<file path="src/hw/rtl/ps2hp_pkg.sv">
// Shared types and constants of the PS/2 host port.
`timescale 1ns / 1ps

package ps2hp_pkg;

   localparam int FIFO_DEPTH_DEF = 16;   // receive ring entries, holds one less byte
   localparam int GAP_LIMIT_RST  = 2000; // gap limit after reset, in microseconds
   localparam int Q_DEPTH        = 3;    // result queue entries
   localparam int CSR_IDX_W      = 2;
   localparam int CSR_DATA_W     = 16;
   localparam int REQ_DATA_W     = 16;
   localparam int RSP_DATA_W     = 176;

   // frame bit positions
   localparam logic [3:0] BIT_START  = 4'd0;
   localparam logic [3:0] BIT_LAST_D = 4'd8;
   localparam logic [3:0] BIT_PARITY = 4'd9;
   localparam logic [3:0] BIT_STOP   = 4'd10;

   typedef enum logic [2:0] {
      OP_EDGE  = 3'd0,
      OP_TICK  = 3'd1,
      OP_SEND  = 3'd2,
      OP_READ  = 3'd3,
      OP_ABORT = 3'd4
   } op_type;

   typedef enum logic [CSR_IDX_W-1:0] {
      CSR_ENABLE    = 2'd0,
      CSR_GAP_LIMIT = 2'd1
   } csr_idx_type;

   typedef struct packed {
      logic        enable;
      logic [15:0] gap_limit;
   } cfg_type;

   // one result without the popped byte; the byte joins from the registered RAM read in the queue
   typedef struct packed {
      logic [31:0] command_failures;
      logic [31:0] commands_acked;
      logic [31:0] overruns;
      logic [31:0] framing_faults;
      logic [31:0] bytes_received;
      logic        read_valid;
      logic        tx_rejected;
      logic        tx_acked;
      logic        tx_done;
      logic        tx_busy;
      logic        data_drive;
   } res_type;

   // full result, laid out as rsp_tdata (last field lowest)
   typedef struct packed {
      logic [1:0]  pad;
      logic [31:0] command_failures;
      logic [31:0] commands_acked;
      logic [31:0] overruns;
      logic [31:0] framing_faults;
      logic [31:0] bytes_received;
      logic        read_valid;
      logic [7:0]  read_byte;
      logic        tx_rejected;
      logic        tx_acked;
      logic        tx_done;
      logic        tx_busy;
      logic        data_drive;
   } out_type;

endpackage

</file>
<file path="src/hw/rtl/ps2hp_ram.sv">
// Generic single-write, single-read RAM with registered read data.
`timescale 1ns / 1ps

module ps2hp_ram #(
   parameter int WIDTH = 8,
   parameter int DEPTH = 16
) (
   input  logic                     clock,
   input  logic                     wr_en,
   input  logic [$clog2(DEPTH)-1:0] wr_addr,
   input  logic [WIDTH-1:0]         wr_data,
   input  logic                     rd_en,
   input  logic [$clog2(DEPTH)-1:0] rd_addr,
   output logic [WIDTH-1:0]         rd_data
);

   logic [WIDTH-1:0] mem [DEPTH];
   logic [WIDTH-1:0] rd_data_ff;

   always_ff @(posedge clock) begin
      if (wr_en) begin
         mem[wr_addr] <= wr_data;
      end
      if (rd_en) begin
         rd_data_ff <= mem[rd_addr];
      end
   end

   assign rd_data = rd_data_ff;

endmodule

</file>
<file path="src/hw/rtl/ps2hp_core.sv">
// Event engine: receive framing, transmit sequencing, FIFO pointers and counters.
`timescale 1ns / 1ps

module ps2hp_core
   import ps2hp_pkg::*;
#(
   parameter int FIFO_DEPTH = FIFO_DEPTH_DEF
) (
   input  logic                          clock,
   input  logic                          reset,
   input  cfg_type                       cfg,
   input  logic                          ev_valid,
   input  logic [2:0]                    opcode,
   input  logic                          data_level,
   input  logic [7:0]                    tx_byte,
   output logic                          ram_wr_en,
   output logic [$clog2(FIFO_DEPTH)-1:0] ram_wr_addr,
   output logic [7:0]                    ram_wr_data,
   output logic                          ram_rd_en,
   output logic [$clog2(FIFO_DEPTH)-1:0] ram_rd_addr,
   output res_type                       result
);

   localparam int AW = $clog2(FIFO_DEPTH);
   localparam logic [AW-1:0] PTR_LAST = AW'(FIFO_DEPTH - 1);

   logic [3:0]    rx_bit_ff, rx_bit_in;
   logic [7:0]    rx_shift_ff, rx_shift_in;
   logic          rx_par_ff, rx_par_in;
   logic          edge_seen_ff, edge_seen_in;
   logic [15:0]   gap_ff, gap_in;
   logic          tx_active_ff, tx_active_in;
   logic [3:0]    tx_bit_ff, tx_bit_in;
   logic [7:0]    tx_hold_ff, tx_hold_in;
   logic          drive_ff, drive_in;
   logic [AW-1:0] wr_ptr_ff, wr_ptr_in;
   logic [AW-1:0] rd_ptr_ff, rd_ptr_in;
   logic [31:0]   bytes_ff, bytes_in;
   logic [31:0]   frm_err_ff, frm_err_in;
   logic [31:0]   ovr_ff, ovr_in;
   logic [31:0]   acked_ff, acked_in;
   logic [31:0]   cmd_err_ff, cmd_err_in;

   logic          gap_drop;
   logic [3:0]    rx_bit_eff;
   logic [7:0]    rx_shift_eff;
   logic          rx_par_eff;
   logic          par_ok;
   logic [AW-1:0] wr_next;
   logic [AW-1:0] rd_next;
   logic          fifo_full;
   logic          fifo_empty;
   logic          done, ack, rejected, rvalid;

   // a long idle gap throws away the partial frame before this edge is used
   assign gap_drop     = edge_seen_ff && (gap_ff > cfg.gap_limit);
   assign rx_bit_eff   = gap_drop ? BIT_START : rx_bit_ff;
   assign rx_shift_eff = gap_drop ? 8'd0 : rx_shift_ff;
   assign rx_par_eff   = gap_drop ? 1'b0 : rx_par_ff;
   assign par_ok       = (^rx_shift_eff) ^ rx_par_eff;

   assign wr_next    = (wr_ptr_ff == PTR_LAST) ? '0 : wr_ptr_ff + AW'(1);
   assign rd_next    = (rd_ptr_ff == PTR_LAST) ? '0 : rd_ptr_ff + AW'(1);
   assign fifo_full  = (wr_next == rd_ptr_ff);
   assign fifo_empty = (rd_ptr_ff == wr_ptr_ff);

   always_comb begin
      rx_bit_in    = rx_bit_ff;
      rx_shift_in  = rx_shift_ff;
      rx_par_in    = rx_par_ff;
      edge_seen_in = edge_seen_ff;
      gap_in       = gap_ff;
      tx_active_in = tx_active_ff;
      tx_bit_in    = tx_bit_ff;
      tx_hold_in   = tx_hold_ff;
      drive_in     = drive_ff;
      wr_ptr_in    = wr_ptr_ff;
      rd_ptr_in    = rd_ptr_ff;
      bytes_in     = bytes_ff;
      frm_err_in   = frm_err_ff;
      ovr_in       = ovr_ff;
      acked_in     = acked_ff;
      cmd_err_in   = cmd_err_ff;
      done         = 1'b0;
      ack          = 1'b0;
      rejected     = 1'b0;
      rvalid       = 1'b0;
      ram_wr_en    = 1'b0;
      ram_rd_en    = 1'b0;

      if (ev_valid && cfg.enable) begin
         unique case (opcode)
            OP_EDGE: begin
               if (tx_active_ff) begin
                  if (tx_bit_ff >= 4'd1 && tx_bit_ff <= BIT_LAST_D) begin
                     drive_in  = tx_hold_ff[3'(tx_bit_ff - 4'd1)];
                     tx_bit_in = tx_bit_ff + 4'd1;
                  end else if (tx_bit_ff == BIT_PARITY) begin
                     drive_in  = ~(^tx_hold_ff);
                     tx_bit_in = tx_bit_ff + 4'd1;
                  end else if (tx_bit_ff == BIT_STOP) begin
                     drive_in  = 1'b1;
                     tx_bit_in = tx_bit_ff + 4'd1;
                  end else begin
                     // line released: device pulls data low to acknowledge
                     tx_active_in = 1'b0;
                     edge_seen_in = 1'b0;
                     gap_in       = '0;
                     rx_bit_in    = BIT_START;
                     rx_shift_in  = '0;
                     rx_par_in    = 1'b0;
                     done         = 1'b1;
                     ack          = ~data_level;
                     if (!data_level) begin
                        acked_in = acked_ff + 32'd1;
                     end else begin
                        cmd_err_in = cmd_err_ff + 32'd1;
                     end
                  end
               end else begin
                  edge_seen_in = 1'b1;
                  gap_in       = '0;
                  rx_bit_in    = rx_bit_eff;
                  rx_shift_in  = rx_shift_eff;
                  rx_par_in    = rx_par_eff;
                  if (rx_bit_eff == BIT_START) begin
                     if (data_level) begin
                        frm_err_in = frm_err_ff + 32'd1;
                     end else begin
                        rx_bit_in = 4'd1;
                     end
                  end else if (rx_bit_eff <= BIT_LAST_D) begin
                     rx_shift_in[3'(rx_bit_eff - 4'd1)] = rx_shift_eff[3'(rx_bit_eff - 4'd1)]
                                                          | data_level;
                     rx_bit_in = rx_bit_eff + 4'd1;
                  end else if (rx_bit_eff == BIT_PARITY) begin
                     rx_par_in = data_level;
                     rx_bit_in = BIT_STOP;
                  end else begin
                     if (data_level && par_ok) begin
                        if (fifo_full) begin
                           ovr_in = ovr_ff + 32'd1;
                        end else begin
                           ram_wr_en = 1'b1;
                           wr_ptr_in = wr_next;
                           bytes_in  = bytes_ff + 32'd1;
                        end
                     end else begin
                        frm_err_in = frm_err_ff + 32'd1;
                     end
                     rx_bit_in   = BIT_START;
                     rx_shift_in = '0;
                     rx_par_in   = 1'b0;
                  end
               end
            end
            OP_TICK: begin
               if (edge_seen_ff && gap_ff != 16'hFFFF) begin
                  gap_in = gap_ff + 16'd1;
               end
            end
            OP_SEND: begin
               if (tx_active_ff) begin
                  rejected = 1'b1;
               end else begin
                  tx_active_in = 1'b1;
                  tx_bit_in    = 4'd1;
                  tx_hold_in   = tx_byte;
                  drive_in     = 1'b0;
               end
            end
            OP_READ: begin
               if (!fifo_empty) begin
                  ram_rd_en = 1'b1;
                  rvalid    = 1'b1;
                  rd_ptr_in = rd_next;
               end
            end
            OP_ABORT: begin
               if (tx_active_ff) begin
                  tx_active_in = 1'b0;
                  cmd_err_in   = cmd_err_ff + 32'd1;
               end
               edge_seen_in = 1'b0;
               gap_in       = '0;
               rx_bit_in    = BIT_START;
               rx_shift_in  = '0;
               rx_par_in    = 1'b0;
               drive_in     = 1'b1;
            end
            default: begin
               // undefined opcodes are no event
            end
         endcase
      end
   end

   assign ram_wr_addr = wr_ptr_ff;
   assign ram_wr_data = rx_shift_eff;
   assign ram_rd_addr = rd_ptr_ff;

   always_comb begin
      result.data_drive       = drive_in;
      result.tx_busy          = tx_active_in;
      result.tx_done          = done;
      result.tx_acked         = ack;
      result.tx_rejected      = rejected;
      result.read_valid       = rvalid;
      result.bytes_received   = bytes_in;
      result.framing_faults   = frm_err_in;
      result.overruns         = ovr_in;
      result.commands_acked   = acked_in;
      result.command_failures = cmd_err_in;
   end

   always_ff @(posedge clock) begin
      if (reset) begin
         rx_bit_ff    <= BIT_START;
         rx_shift_ff  <= '0;
         rx_par_ff    <= 1'b0;
         edge_seen_ff <= 1'b0;
         gap_ff       <= '0;
         tx_active_ff <= 1'b0;
         tx_bit_ff    <= '0;
         tx_hold_ff   <= '0;
         drive_ff     <= 1'b1;
         wr_ptr_ff    <= '0;
         rd_ptr_ff    <= '0;
         bytes_ff     <= '0;
         frm_err_ff   <= '0;
         ovr_ff       <= '0;
         acked_ff     <= '0;
         cmd_err_ff   <= '0;
      end else begin
         rx_bit_ff    <= rx_bit_in;
         rx_shift_ff  <= rx_shift_in;
         rx_par_ff    <= rx_par_in;
         edge_seen_ff <= edge_seen_in;
         gap_ff       <= gap_in;
         tx_active_ff <= tx_active_in;
         tx_bit_ff    <= tx_bit_in;
         tx_hold_ff   <= tx_hold_in;
         drive_ff     <= drive_in;
         wr_ptr_ff    <= wr_ptr_in;
         rd_ptr_ff    <= rd_ptr_in;
         bytes_ff     <= bytes_in;
         frm_err_ff   <= frm_err_in;
         ovr_ff       <= ovr_in;
         acked_ff     <= acked_in;
         cmd_err_ff   <= cmd_err_in;
      end
   end

endmodule

</file>
<file path="src/hw/rtl/ps2hp_outq.sv">
// Result register plus a small queue that decouples the response side.
`timescale 1ns / 1ps

module ps2hp_outq
   import ps2hp_pkg::*;
(
   input  logic    clock,
   input  logic    reset,
   input  logic    in_valid,
   input  res_type in_result,
   input  logic [7:0] ram_rd_data,
   output logic    in_ready,
   output logic    out_valid,
   input  logic    out_ready,
   output out_type out_data
);

   localparam logic [1:0] QLAST = 2'(Q_DEPTH - 1);

   logic       s1_valid_ff;
   res_type    s1_ff;
   out_type    q_ff [Q_DEPTH];
   logic [1:0] head_ff, head_in;
   logic [1:0] tail_ff, tail_in;
   logic [1:0] qcnt_ff, qcnt_in;
   logic [1:0] cnt_ff, cnt_in;    // requests held in s1 and queue together
   logic       push, pop, take;
   out_type    entry;

   assign take      = in_valid && in_ready;
   assign in_ready  = (cnt_ff != 2'(Q_DEPTH));
   assign push      = s1_valid_ff;
   assign out_valid = (qcnt_ff != 2'd0);
   assign pop       = out_valid && out_ready;
   assign out_data  = q_ff[head_ff];

   // popped byte comes from the RAM read issued with the request
   always_comb begin
      entry                  = '0;
      entry.data_drive       = s1_ff.data_drive;
      entry.tx_busy          = s1_ff.tx_busy;
      entry.tx_done          = s1_ff.tx_done;
      entry.tx_acked         = s1_ff.tx_acked;
      entry.tx_rejected      = s1_ff.tx_rejected;
      entry.read_valid       = s1_ff.read_valid;
      entry.read_byte        = s1_ff.read_valid ? ram_rd_data : 8'd0;
      entry.bytes_received   = s1_ff.bytes_received;
      entry.framing_faults   = s1_ff.framing_faults;
      entry.overruns         = s1_ff.overruns;
      entry.commands_acked   = s1_ff.commands_acked;
      entry.command_failures = s1_ff.command_failures;
   end

   always_comb begin
      tail_in = tail_ff;
      head_in = head_ff;
      if (push) begin
         tail_in = (tail_ff == QLAST) ? 2'd0 : tail_ff + 2'd1;
      end
      if (pop) begin
         head_in = (head_ff == QLAST) ? 2'd0 : head_ff + 2'd1;
      end
      qcnt_in = qcnt_ff + {1'b0, push} - {1'b0, pop};
      cnt_in  = cnt_ff + {1'b0, take} - {1'b0, pop};
   end

   always_ff @(posedge clock) begin
      if (reset) begin
         s1_valid_ff <= 1'b0;
         head_ff     <= '0;
         tail_ff     <= '0;
         qcnt_ff     <= '0;
         cnt_ff      <= '0;
      end else begin
         s1_valid_ff <= take;
         head_ff     <= head_in;
         tail_ff     <= tail_in;
         qcnt_ff     <= qcnt_in;
         cnt_ff      <= cnt_in;
      end
   end

   always_ff @(posedge clock) begin
      if (take) begin
         s1_ff <= in_result;
      end
      if (push) begin
         q_ff[tail_ff] <= entry;
      end
   end

endmodule

</file>
<file path="src/hw/rtl/ps2_host_port.sv">
// Top level of the PS/2 host port: register file, event engine, receive RAM, result queue.
//
//  channel  | direction | handshake              | payload
//  ---------+-----------+------------------------+----------------------------------------
//  req      | in        | req_tvalid/req_tready  | tuser opcode, tdata level + tx byte
//  rsp      | out       | rsp_tvalid/rsp_tready  | tdata status flags, popped byte, counters
//  csr      | in        | csr_valid/csr_ready    | csr_index, csr_data
//
//  One request per cycle while req_tready is high; each gives one response after acceptance
//  (engine works on the request as it is taken, result register, queue).
//  The popped byte comes from a RAM with registered read, aligned with the result register.
//  Up to three requests in flight: req_tready depends only on that count, never on rsp_tready.
//  Synchronous reset clears control state and counters, drops queued results, gap limit 2000 us.
//  CSR writes are always accepted and are meant to happen only while the port is idle.
`timescale 1ns / 1ps

module ps2_host_port
   import ps2hp_pkg::*;
#(
   parameter int FIFO_DEPTH = FIFO_DEPTH_DEF
) (
   input  logic                  clock,
   input  logic                  reset,
   input  logic                  req_tvalid,
   output logic                  req_tready,
   input  logic [REQ_DATA_W-1:0] req_tdata,  // data_level[0], tx_byte[8:1], zero fill
   input  logic [2:0]            req_tuser,  // opcode[2:0]
   output logic                  rsp_tvalid,
   input  logic                  rsp_tready,
   // data_drive[0], tx_busy[1], tx_done[2], tx_acked[3], tx_rejected[4], read_byte[12:5],
   // read_valid[13], bytes_received[45:14], framing_faults[77:46], overruns[109:78],
   // commands_acked[141:110], command_failures[173:142], zero fill
   output logic [RSP_DATA_W-1:0] rsp_tdata,
   input  logic                  csr_valid,
   output logic                  csr_ready,
   input  logic [CSR_IDX_W-1:0]  csr_index,
   input  logic [CSR_DATA_W-1:0] csr_data
);

   localparam int AW = $clog2(FIFO_DEPTH);

   logic        enable_ff;
   logic [15:0] gap_limit_ff;
   cfg_type     cfg;
   logic        accept;

   logic          ram_wr_en;
   logic [AW-1:0] ram_wr_addr;
   logic [7:0]    ram_wr_data;
   logic          ram_rd_en;
   logic [AW-1:0] ram_rd_addr;
   logic [7:0]    ram_rd_data;
   res_type       core_result;
   out_type       rsp_word;

   // control registers, written any cycle
   assign csr_ready = 1'b1;

   always_ff @(posedge clock) begin
      if (reset) begin
         enable_ff    <= 1'b0;
         gap_limit_ff <= 16'(GAP_LIMIT_RST);
      end else if (csr_valid) begin
         unique case (csr_index)
            CSR_ENABLE:    enable_ff    <= csr_data[0];
            CSR_GAP_LIMIT: gap_limit_ff <= csr_data;
            default: begin
               // unmapped index: write dropped
            end
         endcase
      end
   end

   assign cfg.enable    = enable_ff;
   assign cfg.gap_limit = gap_limit_ff;

   // request handed to the engine in the cycle it is taken
   assign accept = req_tvalid && req_tready;

   ps2hp_core #(
      .FIFO_DEPTH(FIFO_DEPTH)
   ) u_core (
      .clock      (clock),
      .reset      (reset),
      .cfg        (cfg),
      .ev_valid   (accept),
      .opcode     (req_tuser),
      .data_level (req_tdata[0]),
      .tx_byte    (req_tdata[8:1]),
      .ram_wr_en  (ram_wr_en),
      .ram_wr_addr(ram_wr_addr),
      .ram_wr_data(ram_wr_data),
      .ram_rd_en  (ram_rd_en),
      .ram_rd_addr(ram_rd_addr),
      .result     (core_result)
   );

   // receive ring storage; a read and a write never share a cycle
   ps2hp_ram #(
      .WIDTH(8),
      .DEPTH(FIFO_DEPTH)
   ) u_rx_ram (
      .clock  (clock),
      .wr_en  (ram_wr_en),
      .wr_addr(ram_wr_addr),
      .wr_data(ram_wr_data),
      .rd_en  (ram_rd_en),
      .rd_addr(ram_rd_addr),
      .rd_data(ram_rd_data)
   );

   ps2hp_outq u_outq (
      .clock      (clock),
      .reset      (reset),
      .in_valid   (req_tvalid),
      .in_result  (core_result),
      .ram_rd_data(ram_rd_data),
      .in_ready   (req_tready),
      .out_valid  (rsp_tvalid),
      .out_ready  (rsp_tready),
      .out_data   (rsp_word)
   );

   assign rsp_tdata = rsp_word;

endmodule

</file>
<file path="config.mk">
export PLATFORM = sky130hd
export DESIGN_NAME = ps2_host_port
export DESIGN_NICKNAME = d
export VERILOG_FILES = /design/src/hw/rtl/ps2hp_pkg.sv /design/src/hw/rtl/ps2hp_ram.sv /design/src/hw/rtl/ps2hp_core.sv /design/src/hw/rtl/ps2hp_outq.sv /design/src/hw/rtl/ps2_host_port.sv
export SDC_FILE = /design/constraint.sdc
export NUM_CORES = 2
export LEC_CHECK = 0
export BUFFER_PORTS_ARGS = -buffer_cell sky130_fd_sc_hd__buf_4
export CORE_MARGIN = 1
export CORE_UTILIZATION = 30
export DETAILED_ROUTE_END_ITERATION = 12
export PLACE_DENSITY = 0.47
export SLEW_MARGIN = 20
export SYNTH_ARGS = -nofsm -noshare
export SYNTH_HDL_FRONTEND = slang
export SYNTH_SLANG_ARGS = --single-unit
</file>
<file path="constraint.sdc">
create_clock -name clock -period 32.2 [get_ports clock]
set_input_delay 4.83 -clock clock [delete_from_list [all_inputs] [get_ports clock]]
set_output_delay 4.83 -clock clock [all_outputs]
set_load 0.01 [all_outputs]
</file>
# Word-level counts from Yosys, hierarchy flattened
# Memory sizes are Yosys's and may differ from the RTL's. A register that Yosys moved wholly into a read port is not among the register bits.
# Index checks and enable logic that the tools add are counted.
# W data, S select, Z words.
# word_totals
reg_bits,404
mem_bits_rw,650
output_inout_bits,179
wordCells,249
memories,2
# mem_list
name,words,width,read_ports,rd_clocked_by_memory_dff,wr,line,source
u_outq.q_ff,3,174,1,1,1,ps2hp_outq.sv:22,out_type q_ff [Q_DEPTH];
u_rx_ram.mem,16,8,1,1,1,ps2hp_ram.sv:17,logic [WIDTH-1:0] mem [DEPTH];
# classes
n_addsub,18
n_lt_le_gt_ge,7
eq_ne,23
n_mux,125
bitwise_logic,12
reduce_logical,28
# op_table
operator,n
$mux W32,38
$add A32 B1 Y32 const B,5
$mux W16,5
$mux W8,9
$mux W4,16
$pmux W32 S2,1
$pmux W16 S3,1
$mux W1,40
$eq A4 B4 Y1 const B,5
$add A16 B1 Y16 const B,1
$add A4 B1 Y4 const B,4
$gt A16 B16 Y1,1
$ne A16 B16 Y1 const B,1
$pmux W4 S2,2
$pmux W8 S2,1
$reduce_xor A8 Y1,2
$not A1 Y1,10
$reduce_and A5 Y1,2
$ne A3 B3 Y1 const B,3
$bwmux W8,1
$eq A4 B4 Y1,2
$le A4 B4 Y1 const B,2
$logic_and A1 B1 Y1,8
$lt A3 B4 Y1 const B,2
32 further kinds,51

# Logic depth before layout (Yosys ltp)
# logic_depth
depth_word,15
depth_mapped,20

# Cells and area by module
# From an unflattened synthesis, not the netlist that was laid out.
# unflattened
cells_unflattened,3233
area_unflattened_um2,43958.4
# by_module_without_submodules
module,n_inst,cells_each,area_per_inst_um2
ps2hp_outq,1,1332,24956.4
ps2hp_core,1,1595,13011.2
ps2hp_ram,1,229,5227.5
ps2_host_port,1,77,763.2

# Worst setup path after synthesis
# No wires, ideal clock.
# synth_path
kind,register to register
start,reg u_outq.s1_valid_ff (netlist: u_outq.push)
end,mem u_outq.q_ff[2][0] (netlist bit) (enable)
setup_time_ns,0.956
arrival_ns,12.939
required_ns,31.244
setup_slack_ns,18.305
path_stages_with_launch,3
path_buffers,0
cell_sequence,dfxtp_1 > inv_1 > nor3b_1
# synth_between
elab_chain_cells,2
# synth_lines
element,line,source
from (decl),ps2hp_outq.sv:20,logic s1_valid_ff;
from (signal assigned),ps2hp_outq.sv:75,s1_valid_ff <= take;
$mux W1,ps2hp_outq.sv:87,if (push) begin
$mux W1 (not written as such),ps2hp_outq.sv:88,q_ff[tail_ff] <= entry;
to (decl),ps2hp_outq.sv:22,
# Every way passes these cells.

==> results.md <==
* PD cells at 64.11 nW/um2
* Pre-antenna DRT Iters at 5
* R2R setup slack at 25.91 ns
* Layout area overhead at 17.79%
* Die Area at 142,300 um2
* Nets at 3,282
* Largest net degree at the start of global routing at 126
* Slew @ Worst Pin at 1.069 ns
* First-pass GRT wire length at 142,800 um
* DRC Markers at 0
* Internal power component at 0.002436 W
* Ranking of synthesized cells by area: edfxtp_1 (59%), dfxtp_1 (11%), mux2i_1 (4.6%)
* Fin crit share at 29.67%
* Reg power frac at 49.2%
* Synth top cells by count: edfxtp_1 (824), nand2_1 (287), dfxtp_1 (240)
* Post-synth top area cell: edfxtp_1
* Fill count at 13,522
* Antenna violations before repair at 1
* CTS root buffer: clkbuf_16
* Top FF cell, synth: edfxtp_1
* Post-CTS Resized at 0
* Count leader, synth: edfxtp_1
* Clock transition at the registers of the reported paths at 0.06 ns
* Post-synth cell types at 82
* Per-cell routed wire length at 18.19 um
* Core ar. at 139,500 um2
* Worst reg2reg startpoint: u_core.gap_ff[7]$_SDFFE_PP0P_
* Leak pwr at 16.64 nW
* Via Count at 23,512
* Final hold vios at 0
* Sequential share of the synthesized area at 69.96%
* Synth Instances at 2,980
* Status: finished clean
* N_diodes at 0
* Grt ovf at 0
* DP Wirelength at 58,360 um
* GPL Wtd Cong at 0.7499
* Mapped cell area at 42,230 um2
* CP max FO at 49
* Worst hold path class: reg2reg
* Logic pwr share at 9.7%
* Worst vdd ir at 0.04258 mV
* Starting Density at 30.27%
* Die Ht at 377.2 um
* Postcts setup bufs at 0
* Yosys warns at 0
* Syn avg cell area at 14.17 um2
* Max-slew violations at 0
* Slew margin rel. at 28.37%
* Share of layout cells above drive strength 1 at 15.58%
* Die W at 377.2 um
* Psw at 0.0007535 W
* Worst path required time at 27.37 ns
* Total routed wirelength at 94,240 um
* Max-Cap Viols at 0
* Number of global-route vias before repair at 23,217
* RSZ-0062 raised after global routing: no
* Hold Buf Count CTS at 0
* Yosys reg bits at 1,064
* Worst Hold Launch: gap_limit_ff[13]$_SDFFE_PP0P_
* Num CTS Buffers at 116
* I/O pins at 221
* Final setup fails at 0
* Period minus WS final at 9.555 ns
* Tot Pwr at 0.003189 W
* TritonCTS sink count at 1,064
* I/O Buffers at 210
* Crit start category: flip-flop
* Clock Path Buffers at 3
* Total GRT Usage at 13.14%
* CTS tree: done
* Share of the synthesized area in the top cell type at 58.59%
* Final Skew at 0.02371 ns
* Vias per cell at 4.538
* Switching share of power at 23.63%
* Clock power share at 41.1%
* CP endpoint kind: output pin
* WP data arrival at 4.72 ns
* Later-pin clock latency in the skew report at 0.72 ns
* Worst hold margin at 0.4543 ns
* WS Path Type: reg2out
* Row count at 137
* Antenna Violating Nets Remaining at 0
* Setup Total Neg Slack at 0 ns
* Max Clock Freq at 0.1047 GHz
* Number of synthesized flops with an enable pin at 824
* DR iter-0 viols at 1,244
* H-tree depth at 3
* Async S/R FF share, synth at 0%
## power groups by stage
stage | logic, W | clock network, W | registers, W
2_1_floorplan | 0.000168 | 0 | 0.00159
3_3_place_gp | 0.000322 | 0 | 0.00160
3_5_place_dp | 0.000323 | 0 | 0.00160
4_1_cts | 0.000323 | 0.00136 | 0.00157
5_1_grt | 0.000340 | 0.00141 | 0.00157
6_report | 0.000309 | 0.00131 | 0.00157
## layout by cell type, fill, tap and decap left out, types with 9 or more instances in the layout
cell         n
nand2_1    287
a31oi_1     10
nand3_1     65
clkbuf_1    38
clkinv_1    17
nand4_1     67
and2_1      34
nor2_1     123
and3_1      42
buf_4      238
nor2b_1    154
mux2i_1    192
and4_1      14
dfxtp_1    237
clkbuf_8    12
xor2_1      59
clkbuf_16  117
bufinv_16    9
o21ai_0    211
mux4_2      42
clkinv_2    19
nor3_1      34
ha_1        39
a21oi_1     56
mux2_2      15
inv_1       51
xnor2_1    120
or3_1       17
edfxtp_1   824
## layout make-up
cell class / count / area (um2) / share of cell area (%)
flip-flops and latches: 1064 / 29560 / 59.42
clock inverters: 56 / 573.1 / 1.152
multi-input cells: 1725 / 11990 / 24.10
repair buffers: 242 / 1861 / 3.740
inverters: 52 / 195.2 / 0.3923
clock buffers: 166 / 3222 / 6.476
well taps: 1876 / 2347 / 4.718
## per-layer routing
layer	GRT usage, %	share of wire [%]	vias to the layer above
li1	-	-	11466
met5	0	0.0074	-
met1	17.22	46	11578
met2	22.03	48	342
met4	3.766	1.9	2
met3	2.471	3.8	124
## critical path, cell delays in order (launching register included)
cell and delay (ns):
dfxtp_4 0.77, buf_4 0.89, buf_4 0.63, buf_4 0.68
mux2i_1 0.16, o21ai_0 0.53, buf_4 0.23
## path summary, 6_finish.rpt
path | to | cells after the start
setup / recovery | rsp_tdata[27] | 6
hold / removal | gap_limit_ff[13]$_SDFFE_PP0P_ | 2
setup reg to reg | u_rx_ram.mem[11][7]$_DFFE_PP_ | 16
hold reg to reg | gap_limit_ff[13]$_SDFFE_PP0P_ | 2
## stage by stage
step	worst slack, ns	cells	instance area [um2]	util (%)
final	22.65	5181	49750	35.65
after global routing	22.31	5181	49750	35.65
after CTS	22.31	5181	49750	35.65
after detailed placement	23.12	4959	45950	32.93
after global placement	23.12	4959	45950	32.93
after floorplan	18.31	2981	42240	-
## sequential cells by signal, summed over array words and instances, names as in the netlist, 8 cells and up, named ones only
| signal | count |
|---|---|
| u_core.acked_ff | 32 |
| u_rx_ram.rd_data | 8 |
| u_core.cmd_err_ff | 32 |
| u_core.bytes_ff | 32 |
| u_core.tx_hold_ff | 8 |
| u_core.rx_shift_ff | 8 |
| u_core.gap_ff | 16 |
| u_outq.entry | 166 |
| u_outq.q_ff | 522 |
| u_rx_ram.mem | 128 |
| gap_limit_ff | 16 |
| u_core.ovr_ff | 32 |
| u_core.frm_err_ff | 32 |
## logic make-up (layout without fill, tap and decap cells)
logic type | Yosys count | count (layout) | synth area share (%)
AOI/OAI and AO/OA | 361 | 361 | 5.276
xor gates and xnor gates | 181 | 181 | 3.819
adders and majority gates | 39 | 39 | 1.155
buffers and inverters | 192 | 516 | 1.792
DFF | 1064 | 1064 | 69.96
muxes | 250 | 250 | 7.243
other | 2 | 3 | 0.01778
and+or+nand+nor | 891 | 891 | 10.73
Note: power is estimated with default switching activity, not from simulation.
